File: src/rtl/gdb_ffs.sv
module gdb_ffs #(
    parameter int WIDTH = 64,
    parameter int IW    = 6
) (
    input  logic [WIDTH-1:0] vec,
    output logic             any,
    output logic [IW-1:0]    idx
);

    always_comb
    begin
        idx = '0;
        for (int j = WIDTH - 1; j >= 0; j--)
        begin
            if (vec[j])
            begin
                idx = IW'(j);
            end
        end
    end

    assign any = |vec;

endmodule

File: config.mk
export PLATFORM = sky130hd
export DESIGN_NAME = gdb_ffs
export DESIGN_NICKNAME = d
export VERILOG_FILES = /design/src/rtl/gdb_ffs.sv
export SDC_FILE = /design/constraint.sdc
export NUM_CORES = 1
export LEC_CHECK = 0
export ABC_AREA = 1
export BUFFER_PORTS_ARGS = -buffer_cell sky130_fd_sc_hd__buf_2
export CORE_UTILIZATION = 45
export DETAILED_ROUTE_END_ITERATION = 10
export PLACE_DENSITY_LB_ADDON = 0.08
export SLEW_MARGIN = 40
export SYNTH_ARGS = -nofsm -noshare
export SYNTH_HDL_FRONTEND = slang
export SYNTH_SLANG_ARGS = --single-unit
File: constraint.sdc
create_clock -name vclk -period 10.63
set_clock_uncertainty 0.05 [all_clocks]
set_input_delay 1.063 -clock vclk [all_inputs]
set_output_delay 1.063 -clock vclk [all_outputs]
set_load 0.005 [all_outputs]
==> results.toml <==
[run_status]
run_status = "completed"

[cells_and_area]
utilization = 0.692
n_fill_cell = 224
clock_buffers = 0
areaGrowthSynthToFinish_pct = 38.0
seq_cell_count = 0
diodes = 0
stdcell_area_mm2 = 0.00141
drive_gt1_frac = 0.268
final-seq-area_um2 = 0
fin_nets = 372

[sta]
setup_viol = 0
drv_slew = 0
rsz0062_at_grt = "false"
min_period_over_period = 0.506
hold_violations = 0
fin_setup_tns_ps = 0
layout_setup_ws_ps = 5250
clock.fmax_mhz = 186
worstMarginPinSlew_ps = 442
period_minus_slack_ps = 5380
max_slew_margin = 0.702

[yosys]
netlist_instances = 235
ys_types = 16
synth_nets = 299
yosys.area_share.simple = 0.579
synth_compound_area_frac = 0.0745
synthTopCellsByArea = "nand2_1 (37%), inv_1 (22%), nor2_1 (16%), bufinv_8 (12%), nand3_1 (2.9%)"
yosys.area_share.adder = 0
synth_warnings = 0
synthXorXnorAreaFrac = 0
synth_top_family_by_area = "simple AND/OR/NAND/NOR gates"
netlist_area_mm2 = 0.00102
synthMostInstantiatedCell = "nand2_1"
avgSynthCellArea_um2 = 4.36
synthMuxAreaShare = 0
synth_top_area_frac = 0.366
yosysSeqAreaShare = 0
netlist_top_cells_count = "nand2_1 (100), inv_1 (59), nor2_1 (44), bufinv_8 (7), nand3_1 (6)"
synth_top_area_cell = "nand2_1"

[worst_setup_path]
end_kind = "primary output"
crit_path_max_fanout = 2
slowest_stage = "buf_2"
worst-endpoint-arrival_ps = 4260
cpMostUsedCell = "nand2_1"
critPathRequiredTime_ps = 9520
cp-start-kind = "input pin"
path_class = "input pin to primary output"
cpPeakStageDelay_ps = 120

[clock_network]
cts-resized-gates = 0
cts_hold_buf = 0
cts_post_setup_buffers_inserted = 0

[drt]
drt_iter0_drc = 12
wl_um = 2140
first_pass_iters = 4
drc_errors = 0
via_count = 1375
postRouteAntennaNets = 0
post_drt_wl_per_cell_um = 6.41
via_per_inst = 4.13

[grt]
grt_use_met3 = 0.00617
grt_overflow = 0
grt_pass1_wl_um = 4080
grt_max_degree = 4
grt_pass1_vias = 1184
gr-usage-met1 = 0.245
grt_util_all_layers = 0.192
grt_busiest_layer = "met2"
use_met2 = 0.369
antenna_found_initial = 0

[placed_design]
port_buffers = 71
post_dp_cell_area_mm2 = 0.00141
place_congestion = 0.790
hpwl_um = 2030
place_ws_ps = 5200

[die]
start_util = 0.502
die_x_um = 49.7
ios = 71
core-area_mm2 = 0.00204
num_rows = 16
die-height_um = 49.7
dieArea_mm2 = 0.00247

[pwr]
p_leak_uw = 0.000999
vdd_drop_max_v = 0.0000187
finalPower_uw = 40.1
power.density_mw_per_mm2 = 28.3

[hold_path]
hold_depth = 3
hold_path.class = "input pin to primary output"

[job]
max_cap_violations = 0
[metal layers]
layer,part of all wire,vias up
met5,0,-
met3,0.067,0
met1,0.49,517
li1,-,816
met2,0.45,42
met4,0,0
[worst max-delay path: cells and delay by family]
family	cells	cell delay, ps
buf+inv	3	260
compound gates	1	110
simple gates	61	2860
[where the power goes]
part / switching (uW) / leakage (uW) / internal, uW
Clock: 0 / 0 / 0
Combinational: 18.6 / 0.000999 / 21.5
Sequential: 0 / 0 / 0
Total: 18.6 / 0.000999 / 21.5
[cell families (layout without fill, tap and decap cells)]
kind of cell,after synthesis,count (layout)
AO/OA/AOI/OAI,12,12
buffers and inverters,69,140
AND/OR/NAND/NOR,154,154
[worst paths after layout]
path / start / endpoint / slack [ps]
max: vec[62] / idx[0] / 5250
min: vec[0] / idx[0] / 2340
[cell usage in the layout (no fill, tap or decap)]
cell / instances
buf_2: 71
a311oi_1: 1
a31oi_1: 1
o21ai_0: 2
nor4_1: 2
o21bai_1: 1
nand3_1: 6
inv_2: 3
nand2_1: 100
a211oi_1: 1
a21oi_2: 1
inv_1: 59
bufinv_8: 7
nor2_1: 44
a21oi_1: 4
o31ai_1: 1
nor3_1: 2
[cell type report]
cell class,count,area [um2],share of cell area
Timing Repair Buffer,71,355,0.251
Multi-Input combinational cell,166,669,0.473
Inverter,69,355,0.251
Tap cell,27,33.8,0.0239
[through the flow]
stage          hold WS (ps)  std cells
6_report               2340        333
5_1_grt                2360        333
4_1_cts                2340        333
3_5_place_dp           2340        333
3_3_place_gp           2330        333
2_1_floorplan          2090        235
Power figures use the tool's default switching activity.
