===== src/rtl/gdb_work_mem.sv =====
module gdb_work_mem #(
    parameter int DEPTH = 64,
    parameter int AW    = 6,
    parameter int DW    = 6
) (
    input  logic          clk,
    input  logic          rd_en,
    input  logic [AW-1:0] rd_addr,
    input  logic          wr_en,
    input  logic [AW-1:0] wr_addr,
    input  logic [DW-1:0] wr_data,
    output logic [DW-1:0] rd_data
);

    logic [DW-1:0] mem [DEPTH];
    logic [DW-1:0] rd_data_reg;

    always_ff @(posedge clk)
    begin
        if (wr_en)
        begin
            mem[wr_addr] <= wr_data;
        end
        if (rd_en)
        begin
            rd_data_reg <= mem[rd_addr];
        end
    end

    assign rd_data = rd_data_reg;

endmodule


===== config.mk =====
export PLATFORM = sky130hd
export DESIGN_NAME = gdb_work_mem
export DESIGN_NICKNAME = d
export VERILOG_FILES = /design/src/rtl/gdb_work_mem.sv
export SDC_FILE = /design/constraint.sdc
export NUM_CORES = 1
export LEC_CHECK = 0
export BUFFER_PORTS_ARGS = -buffer_cell sky130_fd_sc_hd__buf_4
export CORE_ASPECT_RATIO = 0.6
export CORE_MARGIN = 4
export CORE_UTILIZATION = 45
export DETAILED_ROUTE_END_ITERATION = 6
export GPL_TIMING_DRIVEN = 1
export PLACE_DENSITY = 0.64
export SETUP_SLACK_MARGIN = 0.02
export SYNTH_ARGS = -nofsm -noshare
export SYNTH_HDL_FRONTEND = slang
export SYNTH_SLANG_ARGS = --single-unit

===== constraint.sdc =====
create_clock -name clk -period 2.05 [get_ports clk]
set_clock_uncertainty 0.2 [all_clocks]
set_input_delay 0.1025 -clock clk [delete_from_list [all_inputs] [get_ports clk]]
set_output_delay 0.1025 -clock clk [all_outputs]
set_load 0.05 [all_outputs]

==> metrics <==
Fmax=501 MHz; Max Cap Viol=0; Crit path largest cell delay=0.52 ns; worst-margin pin slew=about 0.76 ns; Seq cells post-synth=390; fin crit period=2.00 ns; H-tree depth=2; Cells after Synth=720; Vias/cell=between 5 and 6; placed inst area=between 0.015 and 0.02 mm^2; row cnt=51; final setup fails=0; Critical-path top delay cell=mux4_2; Die Y=151 um; Mean Syn Cell Area=21.2 um^2; ys flop type=edfxtp_1; PwrDens=between 900 and 1000 mW/mm^2; maximum net fanout on the critical path=1; drt total wl=between 30 and 40 mm; drt wl/cell=roughly 26 um; die width=between 200 and 250 um; clk sinks=between 300 and 400; Starting DRT DRC Count=906; gr usage total=0.194; TritonCTS clock tree=done; data arrival time of the worst path=2.08 ns; Layout Nets=896; EDFF count, synth=390; period utilization=0.975; largest net degree at the start of global routing=65; layout cells sized above 1=0.349; core area=~0.033 mm^2; path type of the worst setup path=reg2reg; status=finished clean; critical path cell sequence=mux4_2 > o221ai_1 > o21ai_1 > a32o_1; yosys warns=0; Leak=5.87 nW; Final Instance Area=0.0182 mm^2; Yosys cell types=36; via count=roughly 8000; Post-Syn Area=0.0153 mm^2; part of the Yosys area used for sequential elements=0.766; Final Util=0.552; Remaining Overflow, GRT=0; Root Buffer=clkbuf_16; drt pass-1 iters=5; crit path from=mem[20][2]; unrepaired setup endpoints after global routing=yes; CP Launch Type=register; max-slew violation count=0; Die Area=between 0.03 and 0.04 mm^2; Worst slew margin=0.496; Critical Path End Type=register; routability congestion estimate from global placement=0.805; Initial Util=0.464; Final Hold Viols=0; residual DRC count=0; Worst Hold Class=in2reg; RR Startpoint=mem[20][2]; Ports=27; Critical Path RT=2.13 ns; syn nets=741; Synth async-reset ratio=0; Post-Route Setup TNS=0 ns; final HPWL from detailed placement=22.8 mm; post-route ant nets=0; Layout area overhead=18.8%; vias in the first global route=8018; Post-CTS Setup Inserts=0; VDD IR-drop max=755 uV; max FFs per register=384; first-pass GRT wire length=about 52 mm; IO buf count=26; CTS buffer count=35; initial antenna violation count=0; CTS max path bufs=3; worst-skew pair later-pin latency=0.53 ns; Clk pin slew, worst setup/hold paths=0.06 ns; worst hold start=rd_addr[3]
[routing by layer]
layer  track usage  up-vias  share of wire  wire length [um]
li1              -     3323              -                 -
met1         0.306     4176           0.46             16200
met2         0.272      352           0.43             15200
met3        0.0523       53          0.093              3290
met4        0.0414        0          0.015               543
met5             0        -              0                 0
[report_power, final]
group / total (mW) / switching [mW] / internal [mW]
registers: 8.86 / 0.0219 / 8.84
logic: 1.02 / 0.595 / 0.427
clock network: 6.51 / 2.73 / 3.77
[worst max-delay path, delay by kind of cell (launching register included)]
kind / cells / cell delay (ns)
AO/OA/AOI/OAI: 3 / 0.64
multiplexers: 1 / 0.52
flip-flops: 1 / 0.40
[cell families (layout without fill, tap and decap cells)]
group,Yosys count,after routing,synth area share
other,0,1,0
AND/OR/NAND/NOR,120,120,0.0366
AO/OA/AOI/OAI,54,54,0.0259
flip-flops,390,390,0.766
multiplexers,117,117,0.155
buffers and inverters,39,217,0.0165
[final timing paths]
path         cells after the start  slack, ns         end
max                              4       0.05  rd_data[2]
min                              3       0.02  rd_data[1]
max reg2reg                      4       0.05  rd_data[2]
min reg2reg                      4       0.77  rd_data[0]
[metrics by stage]
step,worst slack [ns],instances,total power [mW],hold slack (ns)
after floorplan,0.0621,720,9.54,0.00137
after global placement,-0.270,1275,9.98,0.181
after detailed placement,-0.246,1275,10.0,0.173
after CTS,0.0199,1348,16.5,0.0318
after global routing,0.00691,1348,16.9,0.0155
final,0.0521,1349,16.4,0.0156
[cells in the final DEF (no fill, tap or decap), drive strengths merged]
cell type / instances
clkbuf: 42
a21oi: 6
mux4: 93
o22ai: 12
clkinv: 14
o221ai: 9
and2: 1
nand3: 11
and3b: 1
nor3b: 1
nor3: 5
a221oi: 3
nand3b: 4
dlygate4sd3: 13
mux2i: 15
a211oi: 6
o22a: 6
nand4: 2
or2: 2
nand4b: 1
o21ai: 6
nor2: 67
a32o: 3
diode: 1
nor2b: 8
nand2: 8
edfxtp: 390
nand2b: 5
bufinv: 4
a22oi: 3
or3: 2
buf: 144
or3b: 2
mux2: 9
[layout make-up]
type	instances	area [um^2]
Sequential cell	390	11700
Clock buffer	42	945
Antenna cell	1	2.50
Fill cell	2469	14800
Multi-Input combinational cell	291	3420
Clock inverter	18	178
Timing Repair Buffer	157	1340
Tap cell	450	563
[timing repair]
action	4_1_cts	5_1_grt
gates resized for setup	5	21
hold buffers	13	0
endpoints found under the setup margin	4	13
pin swaps	0	3
gates cloned	0	0
hold endpoints to repair	321	0
[cells in the mapped netlist, types with 3 or more instances]
cell	number	area, um^2
a32o_1	3	30.0
mux4_1	6	158
mux4_2	87	1960
nand3_1	11	55.1
buf_6	5	56.3
nand3b_1	4	30.0
nand2b_1	5	31.3
o22ai_1	12	75.1
buf_2	13	65.1
nor2_1	67	251
nand2_1	8	30.0
o22a_1	6	52.6
nor2b_1	8	50.1
o21ai_1	6	30.0
clkbuf_1	16	60.1
a21oi_1	6	30.0
a221oi_1	3	26.3
o221ai_1	9	78.8
mux2_2	9	101
nor3_1	5	25.0
edfxtp_1	390	11700
mux2i_1	15	150
a211oi_1	6	45.0
Power figures use the tool's default switching activity.
