$ cat config.mk
export PLATFORM = sky130hd
export DESIGN_NAME = gdb_adj_mem
export DESIGN_NICKNAME = d
export VERILOG_FILES = /design/src/rtl/gdb_adj_mem.sv
export SDC_FILE = /design/constraint.sdc
export NUM_CORES = 2
export LEC_CHECK = 0
export ABC_AREA = 1
export BUFFER_PORTS_ARGS = -buffer_cell sky130_fd_sc_hd__buf_2
export CORE_MARGIN = 5
export CORE_UTILIZATION = 25
export DETAILED_ROUTE_END_ITERATION = 16
export SYNTH_ARGS = -nofsm -noshare
export SYNTH_HDL_FRONTEND = slang
export SYNTH_SLANG_ARGS = --single-unit
$ cat constraint.sdc
create_clock -name clk -period 2.7 [get_ports clk]
set_input_delay 0.27 -clock clk [delete_from_list [all_inputs] [get_ports clk]]
set_output_delay 0.27 -clock clk [all_outputs]
set_load 0.01 [all_outputs]
$ cat src/rtl/gdb_adj_mem.sv
module gdb_adj_mem #(
    parameter int ROWS = 64,
    parameter int AW   = 6
) (
    input  logic            clk,
    input  logic            rst_n,
    input  logic            clear,
    input  logic            rd_en,
    input  logic [AW-1:0]   rd_addr,
    input  logic            wr_en,
    input  logic [AW-1:0]   wr_addr,
    input  logic [ROWS-1:0] wr_data,
    output logic [ROWS-1:0] rd_data
);

    logic [ROWS-1:0] mem [ROWS];
    logic [ROWS-1:0] row_valid_reg;
    logic            rd_valid_reg;
    logic [ROWS-1:0] rd_data_reg;

    always_ff @(posedge clk or negedge rst_n)
    begin
        if (!rst_n)
        begin
            row_valid_reg <= '0;
            rd_valid_reg  <= 1'b0;
        end
        else
        begin
            if (clear)
            begin
                row_valid_reg <= '0;
            end
            else if (wr_en)
            begin
                row_valid_reg[wr_addr] <= 1'b1;
            end
            if (rd_en)
            begin
                rd_valid_reg <= row_valid_reg[rd_addr];
            end
        end
    end

    always_ff @(posedge clk)
    begin
        if (wr_en)
        begin
            mem[wr_addr] <= wr_data;
        end
        if (rd_en)
        begin
            rd_data_reg <= mem[rd_addr];
        end
    end

    // unwritten rows read as no edges
    assign rd_data = rd_valid_reg ? rd_data_reg : '0;

endmodule

==> results.md <==
* Clk slew on worst S/H paths at ~60 ps
* Critical path's slowest cell: dfrtp_4
* Die H at 831.2 microns
* CP required at ~2400 ps
* Worst Hold Class: in2reg
* Fillers at 67,312
* Starting DRC count in detailed routing at between 15,000 and 20,000
* Synth Area in Adders at 0%
* Die area at approximately 690,000 sq um
* RSZ-0062 raised after global routing: no
* Number of global-route vias before repair at about 110k
* Syn Std Cell Area at 168,600 sq um
* CTS buffer count at slightly below 400
* Tot Pwr at 135.3 mW
* Post-DP HPWL at approximately 320,000 microns
* Ys Warns at 0
* Synth top area share at 74.09%
* Max FFs per register at between 4,000 and 5,000
* Worst vdd ir at about 0.00057 V
* Leakage power at between 60 and 70 nW
* Crit path cell chain: buf_6 -> nand2_1 -> inv_1 -> buf_2
* Peak Freq at roughly 0.4 GHz
* XOR/XNOR share of the synthesized area at 0%
* Skew-Pair Late Insertion Delay at roughly 970 ps
* Htree depth at 5
* Grt ovf at 0
* DR vias/cell at 4.935
* Antenna viol nets, final at 0
* Dpl cells at approximately 22,000
* Setup TNS at 0 ps
* Syn Inst Count at 13,658
* Max FO, Critical Path at 34
* Fin cells at roughly 23,000
* Status: finished, final reports clean
* Site row count at roughly 300
* Worst-margin pin slew at 1325 ps
* Gr usage total at between 10% and 20%
* Post-synthesis mux area share at 0%
* Setup crit end kind: output pin
* IO Pins at 145
* Synth Area in Compound Gates at 3.230%
* WHS at ~97 ps
* CP peak stage delay at 580 ps
* First-pass GRT wire length at between 700,000 and 800,000 microns
* Largest family of logic cells by synthesized area: simple AND/OR/NAND/NOR gates
* Initial antenna violation count at just over 80
* DR WL/cell at 24.32 microns
* Synth Area in Simple Gates at 18.40%
* CTS sink cnt at about 4,200
* Syn_area_per_cell at approximately 12 sq um
* Port Buf Inserts at 144
* Post-synthesis cell type count at 18
* Residual DRC at 0
* Max-slew headroom at 11.68%
* Clock Path Buffers at 4
* Area growth from synthesis to layout at 17.34%
* Number of synthesized register bits at 4,225
* Maxcap violations at 0
* Area contributors post-synth: edfxtp_1 74%, nand3_1 8.9%, nand2_1 7.8%
* Critical path type: reg2out
* Crit share post-route at between 90 and 100%
* Largest net degree at the start of global routing at 190
* Total routed wirelength at between 500,000 and 600,000 microns
* TritonCTS clock tree: yes
* Initial Util at between 20% and 30%
* Max Clock Skew at 56.80 ps
* Shortest period the worst path allows at roughly 2600 ps
* Startpoint class of the critical path: flip-flop
* Share of post-route cells with drive strength above 1 at under 10%
* Router iterations before antenna repair at 6
* Via count at approximately 110k
* Pwr/cell area at slightly below 700 nW/um^2
* # setup viols final at 0
* Final net count at 14,025
* Critical path data arrival time at 2280 ps
* GPL Wtd Cong at around 0.82
* DIE WIDTH at between 800 and 900 microns
* Core Area at between 600,000 and 700,000 sq um
* CTS Root Cell: clkbuf_16
* Final Hold Vio Count at 0
* Final slew viol count at 0
* Post-synthesis net count at about 14,000
* Sequential fraction of the synthesis area at roughly 75%
* Yosys top cell by area: edfxtp_1
-- repair_timing --
action,4_1_cts,5_1_grt
buffers inserted,0,0
gates resized for setup,1,0
hold endpoints to repair,680,0
hold buffers,26,0
endpoints found under the setup margin,23,0
-- synth_stat cells --
cell	n
o21ai_0	640
buf_1	117
clkinv_1	1
nand2_1	3524
nand3_1	3007
nor3_1	13
buf_2	333
buf_6	63
inv_6	1
edfxtp_1	4160
inv_2	3
a21oi_1	128
clkbuf_1	308
buf_4	100
o22ai_1	256
inv_1	224
nor2_1	715
dfrtp_1	65
-- final timing paths --
path / from / to / slack (ps) / cells past startpoint
setup / recovery: rd_valid_reg / rd_data[35] / 150 / 4
hold reg to reg: row_valid_reg[13] / row_valid_reg[13] / 500 / 2
setup reg to reg: mem[32][57] / rd_data_reg[57] / 730 / 8
max in group asynchronous: rst_n / row_valid_reg[46] / 1850 / 3
min in group asynchronous: rst_n / row_valid_reg[8] / 140 / 2
hold / removal: wr_data[61] / mem[59][61] / 100 / 1
-- report_power, final --
part | total, mW | switching [mW] | internal (mW)
registers | 73.0 | 0.368 | 72.6
logic | 8.79 | 6.36 | 2.44
clock network | 53.6 | 24.5 | 29.1
total | 135 | 31.2 | 104
-- stage by stage --
step | instance area [sq um] | setup WS, ps | util, %
finish | 197800 | 147.9 | 29.43
global route | 197800 | 46.59 | 29.43
CTS | 197800 | 88.57 | 29.42
detailed placement | 185600 | 56.00 | 27.61
global placement | 185600 | -6.307 | 27.61
floorplan | 168800 | -251.5 | -
-- placed cells by master, fill, tap and decap left out --
master	Yosys	final
nand2_1	3524	3524
dlygate4sd3_1	0	26
clkinv_16	0	1
dfrtp_1	65	64
clkbuf_16	0	398
inv_8	0	4
clkinv_4	0	2
bufinv_16	0	21
nor2_4	0	64
clkinv_2	0	64
buf_8	0	4
clkinv_1	1	93
inv_16	0	4
clkbuf_8	0	5
clkinvlp_4	0	7
nor3_1	13	13
a21oi_1	128	128
diode_2	0	21
clkbuf_1	308	75
buf_4	100	292
o21ai_0	640	640
dfrtp_4	0	1
nand3_1	3007	3007
clkinv_8	0	5
edfxtp_1	4160	4160
nor2_1	715	651
o22ai_1	256	256
inv_1	224	222
buf_2	333	137
inv_6	1	9
buf_12	0	352
buf_6	63	2
inv_4	0	1
-- critical path: cells and delay by family, from the launching register on --
| family | cells | cell delay [ps] |
|---|---|---|
| and+or+nand+nor | 1 | 150 |
| DFF | 1 | 580 |
| buffers and inverters | 3 | 530 |
-- layout make-up --
cell class | count | area, sq um | area share, %
multi-input cells | 8283 | 36950 | 18.68
clock inverters | 204 | 1607 | 0.8120
flip-flops and latches | 4225 | 126600 | 63.97
repair buffers | 813 | 10270 | 5.190
diodes | 21 | 52.55 | 0.02656
well taps | 8938 | 11180 | 5.653
clock buffers | 478 | 10310 | 5.211
inverters | 229 | 918.4 | 0.4642
-- logic make-up (layout without fill, tap and decap cells) --
group                  Yosys count  count (layout)
AOI/OAI and AO/OA             1024            1024
DFF                           4225            4225
and+or+nand+nor               7259            7259
buffers and inverters         1150            1724
other                            0              21
-- layer usage --
metal | up-vias | wire (microns) | global-route usage [%] | share of wire, %
met5 | - | 191 | 0 | 0.034
met4 | 28 | 20450 | 5.161 | 3.6
met1 | 57188 | 231100 | 22.08 | 41
li1 | 49484 | - | - | -
met3 | 1022 | 61450 | 3.079 | 11
met2 | 6729 | 250800 | 24.03 | 44
Power figures use the tool's default switching activity.
